<file path="config.mk">
export PLATFORM = sky130hd
export DESIGN_NAME = deque_with_random_removal_flat
export DESIGN_NICKNAME = d
export VERILOG_FILES = /design/src/hw/rtl/deq_pkg.sv /design/src/hw/rtl/deq_if.sv /design/src/hw/rtl/deq_cell.sv /design/src/hw/rtl/deq_div.sv /design/src/hw/rtl/deque_with_random_removal.sv /design/src/flat_wrapper.sv
export SDC_FILE = /design/constraint.sdc
export NUM_CORES = 1
export LEC_CHECK = 0
export BUFFER_PORTS_ARGS = -buffer_cell sky130_fd_sc_hd__buf_2
export CORE_ASPECT_RATIO = 0.75
export CORE_MARGIN = 2
export CORE_UTILIZATION = 55
export DETAILED_ROUTE_END_ITERATION = 7
export PLACE_DENSITY = 0.83
export SETUP_SLACK_MARGIN = 0.4
export SYNTH_ARGS = -nofsm -noshare
export SYNTH_HDL_FRONTEND = slang
export SYNTH_HIERARCHICAL = 1
export SYNTH_SLANG_ARGS = --single-unit
</file>
<file path="constraint.sdc">
create_clock -name clk -period 12 [get_ports clk]
set_input_delay 1.8 -clock clk [delete_from_list [all_inputs] [get_ports clk]]
set_output_delay 1.8 -clock clk [all_outputs]
set_load 0.01 [all_outputs]
</file>
<file path="src/hw/rtl/deq_pkg.sv">
// Shared types and constants for the double-ended queue with random removal.
// Holds field widths, parameter defaults, request and cell codes, and the FSM states.
// Depends on nothing; every other file of the block depends on it.
package deq_pkg;

  // Defaults for the top-level parameters.
  localparam int DEF_CAPACITY   = 16;
  localparam int DEF_ITEM_WIDTH = 32;
  localparam int DEF_RAND_LIMIT = 32767;

  // Fixed widths of the channel fields.
  localparam int REQ_W   = 2;
  localparam int VALUE_W = 32;
  localparam int DRAW_W  = 15;
  localparam int COUNT_W = 5;
  localparam int RIDX_W  = 4;

  // Widths of the broadcast to the cells, sized for the largest capacity (1024).
  localparam int MAX_CNT_W = 11;
  localparam int MAX_IDX_W = 10;

  typedef enum logic [REQ_W-1:0] {
    REQ_PUSH_FRONT = 2'd0,
    REQ_PUSH_REAR  = 2'd1,
    REQ_REMOVE     = 2'd2,
    REQ_READ       = 2'd3
  } req_e_t;

  typedef enum logic [1:0] {
    OP_HOLD,
    OP_PUSH_FRONT,
    OP_PUSH_REAR,
    OP_REMOVE
  } cell_op_t;

  // Command broadcast to every cell in a cycle.
  typedef struct packed {
    cell_op_t               op;
    logic [MAX_CNT_W-1:0]   count;
    logic [MAX_IDX_W-1:0]   idx;
  } cell_cmd_t;

  typedef enum logic [2:0] {
    ST_IDLE,
    ST_MUL,
    ST_DIV,
    ST_EXEC,
    ST_OUT
  } state_t;

endpackage

</file>
<file path="src/hw/rtl/deq_if.sv">
// Valid/ready channel interfaces for the request and result sides of the queue.
// Depends on deq_pkg for the field widths.
interface deq_in_if;
  import deq_pkg::*;
  logic               valid;
  logic               ready;
  logic [REQ_W-1:0]   req_type;
  logic [VALUE_W-1:0] item_value;
  logic [DRAW_W-1:0]  random_draw;

  modport source (output valid, output req_type, output item_value, output random_draw,
                  input ready);
  modport sink   (input valid, input req_type, input item_value, input random_draw,
                  output ready);
endinterface

interface deq_out_if;
  import deq_pkg::*;
  logic               valid;
  logic               ready;
  logic               status;
  logic [VALUE_W-1:0] front_item;
  logic [VALUE_W-1:0] rear_item;
  logic [COUNT_W-1:0] entry_count;
  logic [RIDX_W-1:0]  removed_index;

  modport source (output valid, output status, output front_item, output rear_item,
                  output entry_count, output removed_index, input ready);
  modport sink   (input valid, input status, input front_item, input rear_item,
                  input entry_count, input removed_index, output ready);
endinterface

</file>
<file path="src/hw/rtl/deq_cell.sv">
// One storage cell of the queue: holds the entry at a fixed position.
// Decodes the broadcast command locally. Depends on deq_pkg.
module deq_cell #(
  parameter int POS        = 0,
  parameter int ITEM_WIDTH = deq_pkg::DEF_ITEM_WIDTH
) (
  input  logic                  clk,
  input  deq_pkg::cell_cmd_t    cmd,
  input  logic [ITEM_WIDTH-1:0] new_item,
  input  logic [ITEM_WIDTH-1:0] left_item,
  input  logic [ITEM_WIDTH-1:0] right_item,
  output logic [ITEM_WIDTH-1:0] item,
  output logic [ITEM_WIDTH-1:0] rear_tap
);
  import deq_pkg::*;

  localparam logic [MAX_CNT_W-1:0] POS_C  = MAX_CNT_W'(POS);
  localparam logic [MAX_CNT_W-1:0] POS_N  = MAX_CNT_W'(POS + 1);

  logic [ITEM_WIDTH-1:0] item_r;
  logic [ITEM_WIDTH-1:0] item_nxt;

  always_comb begin
    item_nxt = item_r;
    case (cmd.op)
      OP_PUSH_FRONT: begin
        if (POS == 0) begin
          item_nxt = new_item;
        end else if (POS_C <= cmd.count) begin
          item_nxt = left_item;
        end
      end
      OP_PUSH_REAR: begin
        if (POS_C == cmd.count) begin
          item_nxt = new_item;
        end
      end
      OP_REMOVE: begin
        // Entries behind the removed one move one place toward the front.
        if ((POS_C >= MAX_CNT_W'(cmd.idx)) && (POS_N < cmd.count)) begin
          item_nxt = right_item;
        end
      end
      default: begin
        item_nxt = item_r;
      end
    endcase
  end

  always_ff @(posedge clk) begin
    item_r <= item_nxt;
  end

  assign item     = item_r;
  assign rear_tap = (POS_N == cmd.count) ? item_r : '0;

endmodule

</file>
<file path="src/hw/rtl/deq_div.sv">
// Division of the scaled draw by the constant draw limit, done by multiplying with
// its rounded-up reciprocal; the product is registered and ready in the cycle after start.
// Depends on deq_pkg for the default draw limit.
module deq_div #(
  parameter int PW         = 20,
  parameter int RAND_LIMIT = deq_pkg::DEF_RAND_LIMIT
) (
  input  logic          clk,
  input  logic          rst_n,
  input  logic          start,
  input  logic [PW-1:0] dividend,
  output logic          done,
  output logic [PW-1:0] quotient
);

  // With a shift of PW plus the rounded-up log2 of the limit, the rounded-up
  // reciprocal gives the exact floor quotient for every dividend below 2**PW.
  localparam int LB = $clog2(RAND_LIMIT);
  localparam int SH = PW + LB;
  localparam int MW = PW + 2;
  localparam int XW = PW + MW;
  localparam logic [63:0] RECIP =
    ((64'd1 << SH) + 64'(RAND_LIMIT) - 64'd1) / 64'(RAND_LIMIT);
  localparam logic [MW-1:0] RECIP_C = RECIP[MW-1:0];

  logic [XW-1:0] prod_r, prod_nxt;
  logic          done_r;

  always_comb begin
    prod_nxt = prod_r;
    if (start) begin
      prod_nxt = XW'(dividend) * XW'(RECIP_C);
    end
  end

  always_ff @(posedge clk) begin
    if (!rst_n) begin
      done_r <= 1'b0;
    end else begin
      done_r <= start;
    end
  end

  always_ff @(posedge clk) begin
    prod_r <= prod_nxt;
  end

  assign done     = done_r;
  assign quotient = PW'(prod_r >> SH);

endmodule

</file>
<file path="src/hw/rtl/deque_with_random_removal.sv">
// Top level of the double-ended queue with removal at a random position.
// Depends on deq_pkg, deq_if (channel interfaces), deq_cell and deq_div.
//
//   Channel   Direction  Handshake          Carries
//   in_chan   sink       valid/ready        req_type, item_value, random_draw
//   out_chan  source     valid/ready        status, front/rear item, count, index
//
// A request passes through ST_IDLE (acceptance), ST_EXEC (update of the cells) and
// ST_OUT (forming the result) before the next one can be taken. A removal from a
// queue of three or more entries also passes through ST_MUL, to multiply by the
// reciprocal of the draw limit, and ST_DIV, to hand on the quotient.
// Reset (synchronous, active low) empties the queue; the entries are not cleared.
// A result waiting in the output register does not stop a new request being
// accepted; only the result stage waits for the output register to drain.
module deque_with_random_removal #(
  parameter int CAPACITY   = deq_pkg::DEF_CAPACITY,
  parameter int ITEM_WIDTH = deq_pkg::DEF_ITEM_WIDTH,
  parameter int RAND_LIMIT = deq_pkg::DEF_RAND_LIMIT
) (
  input  logic       clk,
  input  logic       rst_n,
  deq_in_if.sink     in_chan,
  deq_out_if.source  out_chan
);
  import deq_pkg::*;

  localparam int CW = $clog2(CAPACITY + 1);
  localparam int IW = $clog2(CAPACITY);
  localparam int PW = CW + DRAW_W;
  localparam logic [CW-1:0] FULL = CW'(CAPACITY);

  // Sequencer state.
  state_t state_r, state_nxt;

  // The request held while it is worked on.
  req_e_t                req_type_r;
  logic [ITEM_WIDTH-1:0] item_r;
  logic [DRAW_W-1:0]     draw_r;
  logic [PW-1:0]         prod_r;

  // Queue length and the per-request outcome.
  logic [CW-1:0] count_r, count_nxt;
  logic          status_r, status_nxt;
  logic [IW-1:0] removed_r, removed_nxt;

  // Output register.
  logic               out_valid_r;
  logic               out_status_r;
  logic [VALUE_W-1:0] out_front_r;
  logic [VALUE_W-1:0] out_rear_r;
  logic [COUNT_W-1:0] out_count_r;
  logic [RIDX_W-1:0]  out_ridx_r;

  // Control decoded from the state.
  logic in_acc;
  logic div_start;
  logic div_done;
  logic exec_en;
  logic out_free;
  logic out_load;
  logic in_ready;
  logic need_div;

  logic [PW-1:0] div_q;
  logic [CW-1:0] cm1;
  logic          q_big;
  logic [IW-1:0] idx_sel;

  cell_cmd_t             cmd;
  logic [ITEM_WIDTH-1:0] cell_q  [CAPACITY];
  logic [ITEM_WIDTH-1:0] left_w  [CAPACITY];
  logic [ITEM_WIDTH-1:0] right_w [CAPACITY];
  logic [ITEM_WIDTH-1:0] tap_w   [CAPACITY];
  logic [ITEM_WIDTH-1:0] rear_any;

  assign in_acc   = in_chan.valid && in_ready;
  assign out_free = !out_valid_r || out_chan.ready;

  // A removal needs the scaled draw only once the queue holds three or more entries.
  assign need_div = (req_e_t'(in_chan.req_type) == REQ_REMOVE) && (count_r >= CW'(3));

  // Next-state logic.
  always_comb begin
    state_nxt = state_r;
    case (state_r)
      ST_IDLE: begin
        if (in_acc) begin
          state_nxt = need_div ? ST_MUL : ST_EXEC;
        end
      end
      ST_MUL: begin
        state_nxt = ST_DIV;
      end
      ST_DIV: begin
        if (div_done) begin
          state_nxt = ST_EXEC;
        end
      end
      ST_EXEC: begin
        state_nxt = ST_OUT;
      end
      ST_OUT: begin
        if (out_free) begin
          state_nxt = ST_IDLE;
        end
      end
      default: begin
        state_nxt = ST_IDLE;
      end
    endcase
  end

  // Output decode of the sequencer.
  always_comb begin
    in_ready  = 1'b0;
    div_start = 1'b0;
    exec_en   = 1'b0;
    out_load  = 1'b0;
    case (state_r)
      ST_IDLE: begin
        in_ready = 1'b1;
      end
      ST_MUL: begin
        div_start = 1'b1;
      end
      ST_EXEC: begin
        exec_en = 1'b1;
      end
      ST_OUT: begin
        out_load = out_free;
      end
      default: begin
        in_ready = 1'b0;
      end
    endcase
  end

  always_ff @(posedge clk) begin
    if (!rst_n) begin
      state_r <= ST_IDLE;
    end else begin
      state_r <= state_nxt;
    end
  end

  // Capture the request; the product of length and draw is registered before
  // it goes to the divider.
  always_ff @(posedge clk) begin
    if (in_acc) begin
      req_type_r <= req_e_t'(in_chan.req_type);
      item_r     <= ITEM_WIDTH'(in_chan.item_value);
      draw_r     <= in_chan.random_draw;
      prod_r     <= PW'(count_r) * PW'(in_chan.random_draw);
    end
  end

  deq_div #(
    .PW         (PW),
    .RAND_LIMIT (RAND_LIMIT)
  ) u_div (
    .clk      (clk),
    .rst_n    (rst_n),
    .start    (div_start),
    .dividend (prod_r),
    .done     (div_done),
    .quotient (div_q)
  );

  // Choice of the entry to remove. With two entries the parity of the draw picks
  // the end: odd takes the front, even the rear. With three or more the quotient
  // is clamped to the last position.
  always_comb begin
    cm1   = count_r - CW'(1);
    q_big = div_q > PW'(cm1);
    if (count_r >= CW'(3)) begin
      idx_sel = q_big ? IW'(cm1) : IW'(div_q);
    end else if (count_r == CW'(2)) begin
      idx_sel = draw_r[0] ? '0 : IW'(1);
    end else begin
      idx_sel = '0;
    end
  end

  // Command to the cells and the new length. Outside the update cycle the cells
  // hold and the broadcast length drives their rear taps.
  always_comb begin
    cmd.op      = OP_HOLD;
    cmd.count   = MAX_CNT_W'(count_r);
    cmd.idx     = '0;
    count_nxt   = count_r;
    status_nxt  = 1'b0;
    removed_nxt = '0;
    if (exec_en) begin
      case (req_type_r)
        REQ_PUSH_FRONT: begin
          if (count_r == FULL) begin
            status_nxt = 1'b1;
          end else begin
            cmd.op    = OP_PUSH_FRONT;
            count_nxt = count_r + CW'(1);
          end
        end
        REQ_PUSH_REAR: begin
          if (count_r == FULL) begin
            status_nxt = 1'b1;
          end else begin
            cmd.op    = OP_PUSH_REAR;
            count_nxt = count_r + CW'(1);
          end
        end
        REQ_REMOVE: begin
          if (count_r == '0) begin
            status_nxt = 1'b1;
          end else begin
            cmd.op      = OP_REMOVE;
            cmd.idx     = MAX_IDX_W'(idx_sel);
            removed_nxt = idx_sel;
            count_nxt   = count_r - CW'(1);
          end
        end
        REQ_READ: begin
          status_nxt = (count_r == '0);
        end
        default: begin
          status_nxt = 1'b0;
        end
      endcase
    end
  end

  always_ff @(posedge clk) begin
    if (!rst_n) begin
      count_r <= '0;
    end else begin
      count_r <= count_nxt;
    end
  end

  always_ff @(posedge clk) begin
    if (exec_en) begin
      status_r  <= status_nxt;
      removed_r <= removed_nxt;
    end
  end

  // The row of cells; each neighbour pair is wired both ways so that entries can
  // move toward the rear on a front push and toward the front on a removal.
  for (genvar k = 0; k < CAPACITY; k++) begin : g_cell
    if (k == 0) begin : g_first
      assign left_w[k] = '0;
    end else begin : g_left
      assign left_w[k] = cell_q[k-1];
    end
    if (k == CAPACITY - 1) begin : g_last
      assign right_w[k] = '0;
    end else begin : g_right
      assign right_w[k] = cell_q[k+1];
    end

    deq_cell #(
      .POS        (k),
      .ITEM_WIDTH (ITEM_WIDTH)
    ) u_cell (
      .clk        (clk),
      .cmd        (cmd),
      .new_item   (item_r),
      .left_item  (left_w[k]),
      .right_item (right_w[k]),
      .item       (cell_q[k]),
      .rear_tap   (tap_w[k])
    );
  end

  // Only the cell at the rear drives a non-zero tap, so the taps merge by OR.
  always_comb begin
    rear_any = '0;
    for (int k = 0; k < CAPACITY; k++) begin
      rear_any = rear_any | tap_w[k];
    end
  end

  // Output register: loaded in the result cycle, cleared once taken.
  always_ff @(posedge clk) begin
    if (!rst_n) begin
      out_valid_r <= 1'b0;
    end else if (out_load) begin
      out_valid_r <= 1'b1;
    end else if (out_chan.ready) begin
      out_valid_r <= 1'b0;
    end
  end

  always_ff @(posedge clk) begin
    if (out_load) begin
      out_status_r <= status_r;
      out_front_r  <= (count_r != '0) ? VALUE_W'(cell_q[0]) : '0;
      out_rear_r   <= VALUE_W'(rear_any);
      out_count_r  <= COUNT_W'(count_r);
      out_ridx_r   <= RIDX_W'(removed_r);
    end
  end

  assign in_chan.ready          = in_ready;
  assign out_chan.valid         = out_valid_r;
  assign out_chan.status        = out_status_r;
  assign out_chan.front_item    = out_front_r;
  assign out_chan.rear_item     = out_rear_r;
  assign out_chan.entry_count   = out_count_r;
  assign out_chan.removed_index = out_ridx_r;

endmodule

</file>
<file path="src/flat_wrapper.sv">
// flat-port wrapper written by rule: the top's interface ports become plain ports
module deque_with_random_removal_flat import deq_pkg::*;
#(
  parameter int CAPACITY   = deq_pkg::DEF_CAPACITY,
  parameter int ITEM_WIDTH = deq_pkg::DEF_ITEM_WIDTH,
  parameter int RAND_LIMIT = deq_pkg::DEF_RAND_LIMIT
)
  (clk, rst_n, in_chan_valid, in_chan_req_type, in_chan_item_value, in_chan_random_draw, in_chan_ready, out_chan_valid, out_chan_status, out_chan_front_item, out_chan_rear_item, out_chan_entry_count, out_chan_removed_index, out_chan_ready);
  deq_in_if in_chan_i ();
  deq_out_if out_chan_i ();
  input  logic clk;
  input  logic rst_n;
  input wire logic [$bits(in_chan_i.valid)-1:0] in_chan_valid;
  input wire logic [$bits(in_chan_i.req_type)-1:0] in_chan_req_type;
  input wire logic [$bits(in_chan_i.item_value)-1:0] in_chan_item_value;
  input wire logic [$bits(in_chan_i.random_draw)-1:0] in_chan_random_draw;
  output wire logic [$bits(in_chan_i.ready)-1:0] in_chan_ready;
  output wire logic [$bits(out_chan_i.valid)-1:0] out_chan_valid;
  output wire logic [$bits(out_chan_i.status)-1:0] out_chan_status;
  output wire logic [$bits(out_chan_i.front_item)-1:0] out_chan_front_item;
  output wire logic [$bits(out_chan_i.rear_item)-1:0] out_chan_rear_item;
  output wire logic [$bits(out_chan_i.entry_count)-1:0] out_chan_entry_count;
  output wire logic [$bits(out_chan_i.removed_index)-1:0] out_chan_removed_index;
  input wire logic [$bits(out_chan_i.ready)-1:0] out_chan_ready;
  assign in_chan_i.valid = in_chan_valid;
  assign in_chan_i.req_type = in_chan_req_type;
  assign in_chan_i.item_value = in_chan_item_value;
  assign in_chan_i.random_draw = in_chan_random_draw;
  assign in_chan_ready = in_chan_i.ready;
  assign out_chan_valid = out_chan_i.valid;
  assign out_chan_status = out_chan_i.status;
  assign out_chan_front_item = out_chan_i.front_item;
  assign out_chan_rear_item = out_chan_i.rear_item;
  assign out_chan_entry_count = out_chan_i.entry_count;
  assign out_chan_removed_index = out_chan_i.removed_index;
  assign out_chan_i.ready = out_chan_ready;
  deque_with_random_removal #(.CAPACITY(CAPACITY), .ITEM_WIDTH(ITEM_WIDTH), .RAND_LIMIT(RAND_LIMIT)) u_core (.clk(clk), .rst_n(rst_n), .in_chan(in_chan_i), .out_chan(out_chan_i));
endmodule
</file>
==> results.md <==
- Worst-Margin Slew: around 1.3 ns
- CP cell instances: buf_4 > nor4b_4 > o21ai_0 > nand2_1 > nor2_4 > buf_12 > buf_4 > buf_12 > buf_4 > a21oi_1
- Vias/cell: roughly 6.1
- Routed len/inst: ~23 um
- Fillers: 5777
- Crit-path slowest cell: buf_4
- Final nets: around 4300
- Io pins: roughly 130
- Area grow syn2layout: 10.6%
- Total Die Area: ~0.077 mm^2
- Post-CTS sizing: 0
- Detail Placement HPWL: 66.5 mm
- Yosys reg bits: roughly 660
- Clk slew on worst S/H paths: 0.06 ns
- Cell area after synthesis: roughly 0.041 mm^2
- Maximum VDD drop: between 0.09 and 0.1 mV
- Core area: between 0.07 and 0.08 mm^2
- Final setup violation count: 0
- Final Skew: ~0.034 ns
- Instance count of the mapped netlist: approximately 3800
- First-pass GRT wire length: approximately 170 mm
- Hold buffer count at CTS: 0
- Sequential share of the synthesized area: 0.480
- Antenna violations before repair: 11
- Post-route ant nets: 0
- Crit Path Max Fanout: around 280
- WP depth: 10
- CTS buffer count: 67
- Clk Tree Root Cell: clkbuf_16
- Worst rel slew slack: 0.117
- Synth Area per Inst: around 11 um^2
- Number of global-route vias before repair: slightly below 30000
- Tot GR Track Use: 0.292
- Placer Congestion: 0.831
- Die height: 241 um
- Die Wd: between 300 and 400 um
- Sequential standard cell area: around 0.020 mm^2
- Final min period: ~5.8 ns
- Outcome: completed
- Most used cell, CP: buf_4
- Buffers & Inverters on Critical Path: 5
- Worst path required time: between 10 and 15 ns
- Fin. Hold Viols: 0
- Row Count: 86
- Via count: between 30000 and 40000
- Final Max Tran Viols: 0
- CP Launch Type: register
- Initial core utilization: 0.558
- Total Wirelength: between 100 and 150 mm
- Worst Reg-to-Reg Cells: 10
- Leakage: ~0.016 uW
- CP delay by family, top: buffers and inverters
- HP Class: register to register
- CP max stage delay: 0.98 ns
- Pwr/cell area: about 120 mW/mm^2
- Async set-reset flop share out of synthesis: 0
- CP Capture Type: register
- Post-synth EDFFs: ~650
- GRT overflow: 0
- DRC Markers: 0
- Worst slack at placement: just over 6 ns
- Post-CTS Setup Inserts: 0
- Max capacitance violation total: 0
- RSZ-0062 raised after global routing: no
- Hold path depth: 0
- Skew-Pair Late Insertion Delay: between 0.6 and 0.7 ns
- Largest net degree at the start of global routing: around 280
- Critical Setup Path Class: register to register
- Min setup slack post-route: between 6 and 7 ns
- Final non-filler cell total: around 5100
- H-tree depth: 3
- Fmax: between 150 and 200 MHz
- IO Port Bufs: 128
- Fin Setup TNS: 0 ns
- Cells after DPL: 4984
- CP arrival: 6.16 ns
- Drt first pass iters: 8
- Share of cells above drive strength 1: 0.149
- Final Util: 0.617
- Area of the multi-input gates: ~0.021 mm^2
- Clk buf depth: 3
- CTS Sinks: around 660
- Fin crit share: 0.487
- Main synth FF type: edfxtp_1
- Yosys warns: 6
- First-iteration detailed-routing DRC count: around 4600
- Yosys cell types: a little over 90
- TritonCTS clock tree: yes
[power by group]
group | internal, uW | switching, uW
combinational | 179 | 293
sequential | 2600 | 77.2
clock | 1220 | 935
total | 4000 | 1310
[stage by stage]
| stage | power (uW) | area (um^2) | hold slack (ns) |
|---|---|---|---|
| floorplan | 3040 | 42100 | 0.400 |
| global placement | 3160 | 43400 | 0.435 |
| detailed placement | 3180 | 43400 | 0.436 |
| CTS | 5310 | 45600 | 0.448 |
| global route | 5460 | 45600 | 0.453 |
| finish | 5310 | 45600 | 0.442 |
[cells in the mapped netlist (21+ instances only)]
library cell  count  area share
xnor2_1          22      0.0047
ha_1            115       0.035
and2_2          222       0.040
nand2_1          56      0.0051
nor2_1          507       0.046
clkbuf_2         27      0.0033
nand3_1          26      0.0032
inv_1            77      0.0070
and2_1          348       0.053
nor2b_1          48      0.0073
edfxtp_1        652        0.48
nor3_1           21      0.0026
buf_2            55      0.0067
nand4_1          49      0.0074
fa_1             42       0.020
mux2_2           34      0.0093
mux2i_1         483        0.12
clkbuf_1        117       0.011
a21oi_1         505       0.061
nor4_1          147       0.022
[final timing paths]
| check | start | endpoint | slack (ns) |
|---|---|---|---|
| hold reg to reg | u_core/removed_r[0] | u_core/out_chan.removed_index[0] | 0.44 |
| setup reg to reg | u_core/count_r[2] | u_core/g_cell[6].u_cell/item[23] | 6.15 |
| setup / recovery | u_core/count_r[2] | u_core/g_cell[6].u_cell/item[23] | 6.15 |
| hold / removal | u_core/removed_r[0] | u_core/out_chan.removed_index[0] | 0.44 |
[layout make-up]
class | instances | area share
inverter | 77 | 0.00634
multi-input combinational | 3091 | 0.460
timing repair buffer | 186 | 0.0244
sequential | 662 | 0.434
clock inverter | 39 | 0.00892
tap | 968 | 0.0266
clock buffer | 80 | 0.0393
antenna | 4 | 0.000220
[registers in the layout, indices dropped and copies added (netlist names), 3 cells and up]
signal                         count
u_core/removed_r                   4
u_core/g_cell.u_cell/item        512
u_core/out_chan.rear_item         32
u_core/count_r                     5
u_core/item_r                     32
u_core/out_chan.removed_index      4
u_core/out_chan.front_item        32
u_core/u_div/prod_r                6
u_core/out_chan.entry_count        5
u_core/prod_r                     20
u_core/state_r                     3
[cell families (layout without fill, tap and decap cells)]
logic type / Yosys count / in the layout / share of synthesized area
mux: 517 / 517 / 0.127
flops: 662 / 662 / 0.480
xor+xnor: 31 / 31 / 0.00659
simple gates: 1535 / 1535 / 0.214
other cells: 2 / 242 / 0.000182
buf+inv: 326 / 382 / 0.0366
fa+ha+maj: 157 / 157 / 0.0553
compound gates: 613 / 613 / 0.0811
[metal layers]
metal | vias up | GRT usage | share of wire
met2 | 1863 | 0.445 | 0.44
met4 | 4 | 0.105 | 0.036
met5 | - | 0 | 0.00029
li1 | 14200 | - | -
met1 | 15100 | 0.418 | 0.41
met3 | 245 | 0.0563 | 0.12
[cells in the final DEF, fill, tap and decap left out, types with 70 or more instances in the layout]
cell	count
ha_1	114
buf_2	128
and2_1	347
mux2i_1	483
a21oi_1	504
inv_1	77
nor4_1	146
edfxtp_1	652
nor2_1	506
clkbuf_16	70
conb_1	238
and2_2	222
Note: power is estimated with default switching activity, not from simulation.
